## src/rtl/dbss_pkg.sv

```systemverilog
`timescale 1ns / 1ps
// ----------------------------------------------------------------------------
// dbss_pkg
// Shared types and constants for the double-buffered setpoint schedule.
// ----------------------------------------------------------------------------
package dbss_pkg;

  // Configuration register indexes
  localparam logic [1:0] CFG_REPEAT_FACTOR = 2'd0;
  localparam logic [1:0] CFG_HORIZON_STEPS = 2'd1;
  localparam logic [1:0] CFG_STEP_TICKS    = 2'd2;

  // Register reset values
  localparam logic [3:0]  REPEAT_FACTOR_RST = 4'd1;
  localparam logic [7:0]  HORIZON_STEPS_RST = 8'd32;
  localparam logic [15:0] STEP_TICKS_RST    = 16'd2000;

  // Item modes
  localparam logic MODE_LOAD  = 1'b0;
  localparam logic MODE_QUERY = 1'b1;

  localparam int STAMP_W    = 32;
  localparam int OUT_JOINTS = 4;
  localparam int LEN_W      = 12;

  typedef struct packed {
    logic               mode;
    logic [31:0]        time_value;
    logic               last_point;
    logic signed [15:0] torque_0;
    logic signed [15:0] torque_1;
    logic signed [15:0] torque_2;
    logic signed [15:0] torque_3;
  } item_t;

  typedef struct packed {
    logic signed [15:0] out_torque_0;
    logic signed [15:0] out_torque_1;
    logic signed [15:0] out_torque_2;
    logic signed [15:0] out_torque_3;
    logic [31:0]        out_stamp;
  } result_t;

  typedef enum logic [2:0] {
    ST_CLEAR,
    ST_IDLE,
    ST_LOAD_MUL,
    ST_LOAD_WR,
    ST_SCAN_INIT,
    ST_SCAN,
    ST_FINISH
  } state_t;

  // Controller to datapath
  typedef struct packed {
    logic clr_write;
    logic capture;
    logic load_mul;
    logic load_write;
    logic load_end;
    logic scan_init;
    logic scan_run;
    logic result_load;
  } cmd_t;

  // Datapath to controller
  typedef struct packed {
    logic clr_last;
    logic copy_left;
    logic scan_done;
    logic result_free;
  } status_t;

endpackage

```

## src/rtl/dbss_ctrl.sv

```systemverilog
`timescale 1ns / 1ps
// ----------------------------------------------------------------------------
// dbss_ctrl
// Sequencer: clearing pass, load copies, query scan and result handoff.
// ----------------------------------------------------------------------------
module dbss_ctrl (
  input  logic              clk,
  input  logic              rst,
  input  logic              item_valid,
  input  logic              item_mode,
  output logic              item_stall,
  input  dbss_pkg::status_t status,
  output dbss_pkg::cmd_t    cmd
);
  import dbss_pkg::*;

  state_t state, state_next;

  always_ff @(posedge clk) begin
    if (rst) begin
      state <= ST_CLEAR;
    end else begin
      state <= state_next;
    end
  end

  // Next state
  always_comb begin
    state_next = state;
    unique case (state)
      ST_CLEAR: begin
        if (status.clr_last) state_next = ST_IDLE;
      end
      ST_IDLE: begin
        if (item_valid) begin
          state_next = (item_mode == MODE_QUERY) ? ST_SCAN_INIT : ST_LOAD_MUL;
        end
      end
      ST_LOAD_MUL: begin
        state_next = status.copy_left ? ST_LOAD_WR : ST_IDLE;
      end
      ST_LOAD_WR:   state_next = ST_LOAD_MUL;
      ST_SCAN_INIT: state_next = ST_SCAN;
      ST_SCAN: begin
        if (status.scan_done) state_next = ST_FINISH;
      end
      ST_FINISH: begin
        if (status.result_free) state_next = ST_IDLE;
      end
      default: state_next = ST_CLEAR;
    endcase
  end

  // Outputs
  always_comb begin
    cmd        = '0;
    item_stall = 1'b1;
    unique case (state)
      ST_CLEAR: cmd.clr_write = 1'b1;
      ST_IDLE: begin
        item_stall  = 1'b0;
        cmd.capture = item_valid;
      end
      ST_LOAD_MUL: begin
        cmd.load_mul = status.copy_left;
        cmd.load_end = !status.copy_left;
      end
      ST_LOAD_WR:   cmd.load_write = 1'b1;
      ST_SCAN_INIT: cmd.scan_init  = 1'b1;
      ST_SCAN:      cmd.scan_run   = 1'b1;
      ST_FINISH:    cmd.result_load = status.result_free;
      default: ;
    endcase
  end

endmodule

```

## config.mk

```make
export PLATFORM = sky130hd
export DESIGN_NAME = dbss_ctrl
export DESIGN_NICKNAME = d
export VERILOG_FILES = /design/src/rtl/dbss_pkg.sv /design/src/rtl/dbss_ctrl.sv
export SDC_FILE = /design/constraint.sdc
export NUM_CORES = 1
export LEC_CHECK = 0
export ABC_AREA = 1
export BUFFER_PORTS_ARGS = -buffer_cell sky130_fd_sc_hd__buf_2
export CORE_AREA = 2 2 39 41
export DETAILED_ROUTE_END_ITERATION = 16
export DIE_AREA = 0 0 41 43
export PLACE_DENSITY_LB_ADDON = 0.15
export SYNTH_ARGS = -nofsm -noshare
export SYNTH_HDL_FRONTEND = slang
export SYNTH_SLANG_ARGS = --single-unit
```

## constraint.sdc

```tcl
create_clock -name clk -period 2.6 [get_ports clk]
set_input_delay 0.26 -clock clk [delete_from_list [all_inputs] [get_ports clk]]
set_output_delay 0.26 -clock clk [all_outputs]
set_load 0.05 [all_outputs]
```

==> impl_metrics.ini <==
[run_status]
status = finished, final reports clean

[place]
place_area_um2 = 394.1
port-buffer-count = 16
dpl_worst_slack_ps = 1182
place_congestion = 0.7342
dpl.hpwl_um = 618.7

[worst_hold_path]
worstHoldPathCells = 2
hold_path.class = in2reg
hold_path_startpoint = rst
min_to = state[2]

[timing]
slew_viol_final = 0
fmax_mhz = 605.4
rsz0062_at_grt = false
fin_ws_ps = 948.1
post-route-period-util_pct = 63.53
finalSetupTns_ps = 0
finalClockSkew_ps = 1.274
hold_viol_final = 0
setup_viol = 0
slew_headroom_pct = 70.42
period_needed_ps = 1652
worstMarginPinSlew_ps = 443.1

[critical_path]
reg2reg_to = state[2]
cp.arrival_ps = 1390
crit_fanout = 10
required_ps = 2340
timing.critical_path.to_type = output port
crit_path_start_kind = flip-flop
r2r_cells = 7
rr_startpoint = state[0]
criticalPathCategory = reg2out
rrSetupSlack_ps = 1320

[global_routing]
grt_max_degree = 11
grt_usage_pct = 10.75
gr-total-overflow = 0
grt_pass1_wl_um = 1304
antenna_found_initial = 0
grt_pass1_vias = 346

[final_layout]
largest_registers = state: 3 flops
diodes = 0
top_register = state
fillCellCount = 167
fin_area_um2 = 420.4
largest_register_ffs = 3
fin_nets = 79
syn_to_final_growth_pct = 32.81
drive_gt1_share_pct = 40.00

[routing]
wl_per_cell_um = 8.686
drc_errors = 0
vias = 374
viasPerCell = 4.349
ant_nets = 0
firstDrtPassIters = 4
drt-initial-drc-count = 6
routed_wl_um = 747

[job]
cap_violations = 0

[clock_network]
cts_tree = done
cts.repair.resized = 0
htreeDepth = 1
cts_buffers = 3
cts_sinks = 3
clk_path_buf_depth = 2
post_cts_buffers = 0
cts-hold-fix-buffers = 0
clock-root-buffer = clkbuf_4
cts.reportedPaths.clkPinSlew_ps = 40
insertion_delay_ps = 230

[floorplan]
core-area_um2 = 1384
die_height_um = 43
initial_core_util_pct = 22.88
io_pins = 17
die_w_um = 41
num_rows = 14
die_area_um2 = 1763

[power]
power.density_nw_per_um2 = 1261
leakage_nw = 0.2450
vdd.ir_drop.worst_mv = 0.3624

[synthesis]
synth_warnings = 0
synthAdderAreaFrac_pct = 0
yosys.area.top_type = dfxtp_1
synth_compound_area_share_pct = 10.67
synth-xor-area-share_pct = 0
synth_area_leaders = dfxtp_1 19%, nor2_1 13%, inv_1 8.3%
synth_top_family_by_area = simple AND/OR/NAND/NOR gates
synth-seq-cells = 3
avgSynthCellArea_um2 = 6.088
synthCells = 52
syn_nets = 60
yosys.area_share.simple_pct = 51.38
synth_top_area_share_pct = 18.97
synth_cell_type_count = 18
synth.mux.area_fraction_pct = 0
syn_area_um2 = 316.6
ys_seq_area_share_pct = 18.97
-- Yosys cell counts --
cell and number:
a21oi_1 2, buf_6 2, dfxtp_1 3, inv_1 7, inv_2 3, nand2_1 4, nand2_2 2, nand3_1 5
nand3b_1 1, nand4_1 2, nor2_1 11, nor2_2 2, nor2_8 1, nor3_1 2, nor4_1 1, o21ai_0 2
o21ai_1 1, o21ai_2 1
-- power breakdown --
| group | switching (mW) | internal [mW] |
|---|---|---|
| clock | 0.0236 | 0.0575 |
| combinational | 0.247 | 0.0908 |
| sequential | 0.0474 | 0.0636 |
| total | 0.318 | 0.212 |
-- stage by stage --
stage | hold slack (ps) | total power, mW | instances | util (%)
2_1_floorplan | 332.4 | 0.4091 | 52 | -
3_3_place_gp | 441.5 | 0.4516 | 82 | 28.48
3_5_place_dp | 440.2 | 0.4490 | 82 | 28.48
4_1_cts | 196.8 | 0.5323 | 86 | 30.38
5_1_grt | 210.0 | 0.5798 | 86 | 30.38
6_report | 196.3 | 0.5302 | 86 | 30.38
-- logic make-up (layout without fill, tap and decap cells) --
family,after synthesis,after routing
DFF,3,3
AOI/OAI and AO/OA,6,6
buffers and inverters,12,30
and+or+nand+nor,31,31
-- cell type report --
class | instances | area (um^2) | area share [%]
Clock buffer | 4 | 26.28 | 6.250
Inverter | 10 | 37.54 | 8.929
Multi-Input combinational cell | 37 | 196.4 | 46.73
Sequential cell | 3 | 60.06 | 14.29
Tap cell | 16 | 20.02 | 4.762
Timing Repair Buffer | 16 | 80.08 | 19.05
-- layer usage --
metal / vias to the layer above / track usage (%) / share of wire [%]
li1: 201 / - / -
met1: 160 / 14.19 / 46
met2: 11 / 15.00 / 48
met3: 2 / 1.571 / 5.5
met4: 0 / 8.000 / 1.1
met5: - / 0 / 0
-- worst max-delay path by stage --
| stage | from | to | slack [ps] | cells after the start |
|---|---|---|---|---|
| detailed placement | state[1] | cmd[3] | 1180 | 3 |
| CTS | state[1] | cmd[3] | 930 | 3 |
| global route | state[1] | cmd[3] | 850 | 3 |
| floorplan | state[1] | cmd[3] | 360 | 3 |
| finish | state[1] | cmd[3] | 950 | 3 |
| global placement | state[0] | cmd[6] | 1190 | 5 |
-- placed cells by master (no fill, tap or decap), drive strengths merged --
master  instances
nand2           6
nor4            1
o21ai           4
dfxtp           3
nand3           5
inv            10
nor3            2
a21oi           2
clkbuf          4
buf            16
nor2           14
nand4           2
nand3b          1
-- critical path, cell delays in order, from the launching register on --
cell and delay, ps:
dfxtp_1 580, inv_2 70, nor4_1 210, buf_2 300
Note: power is estimated with default switching activity, not from simulation.
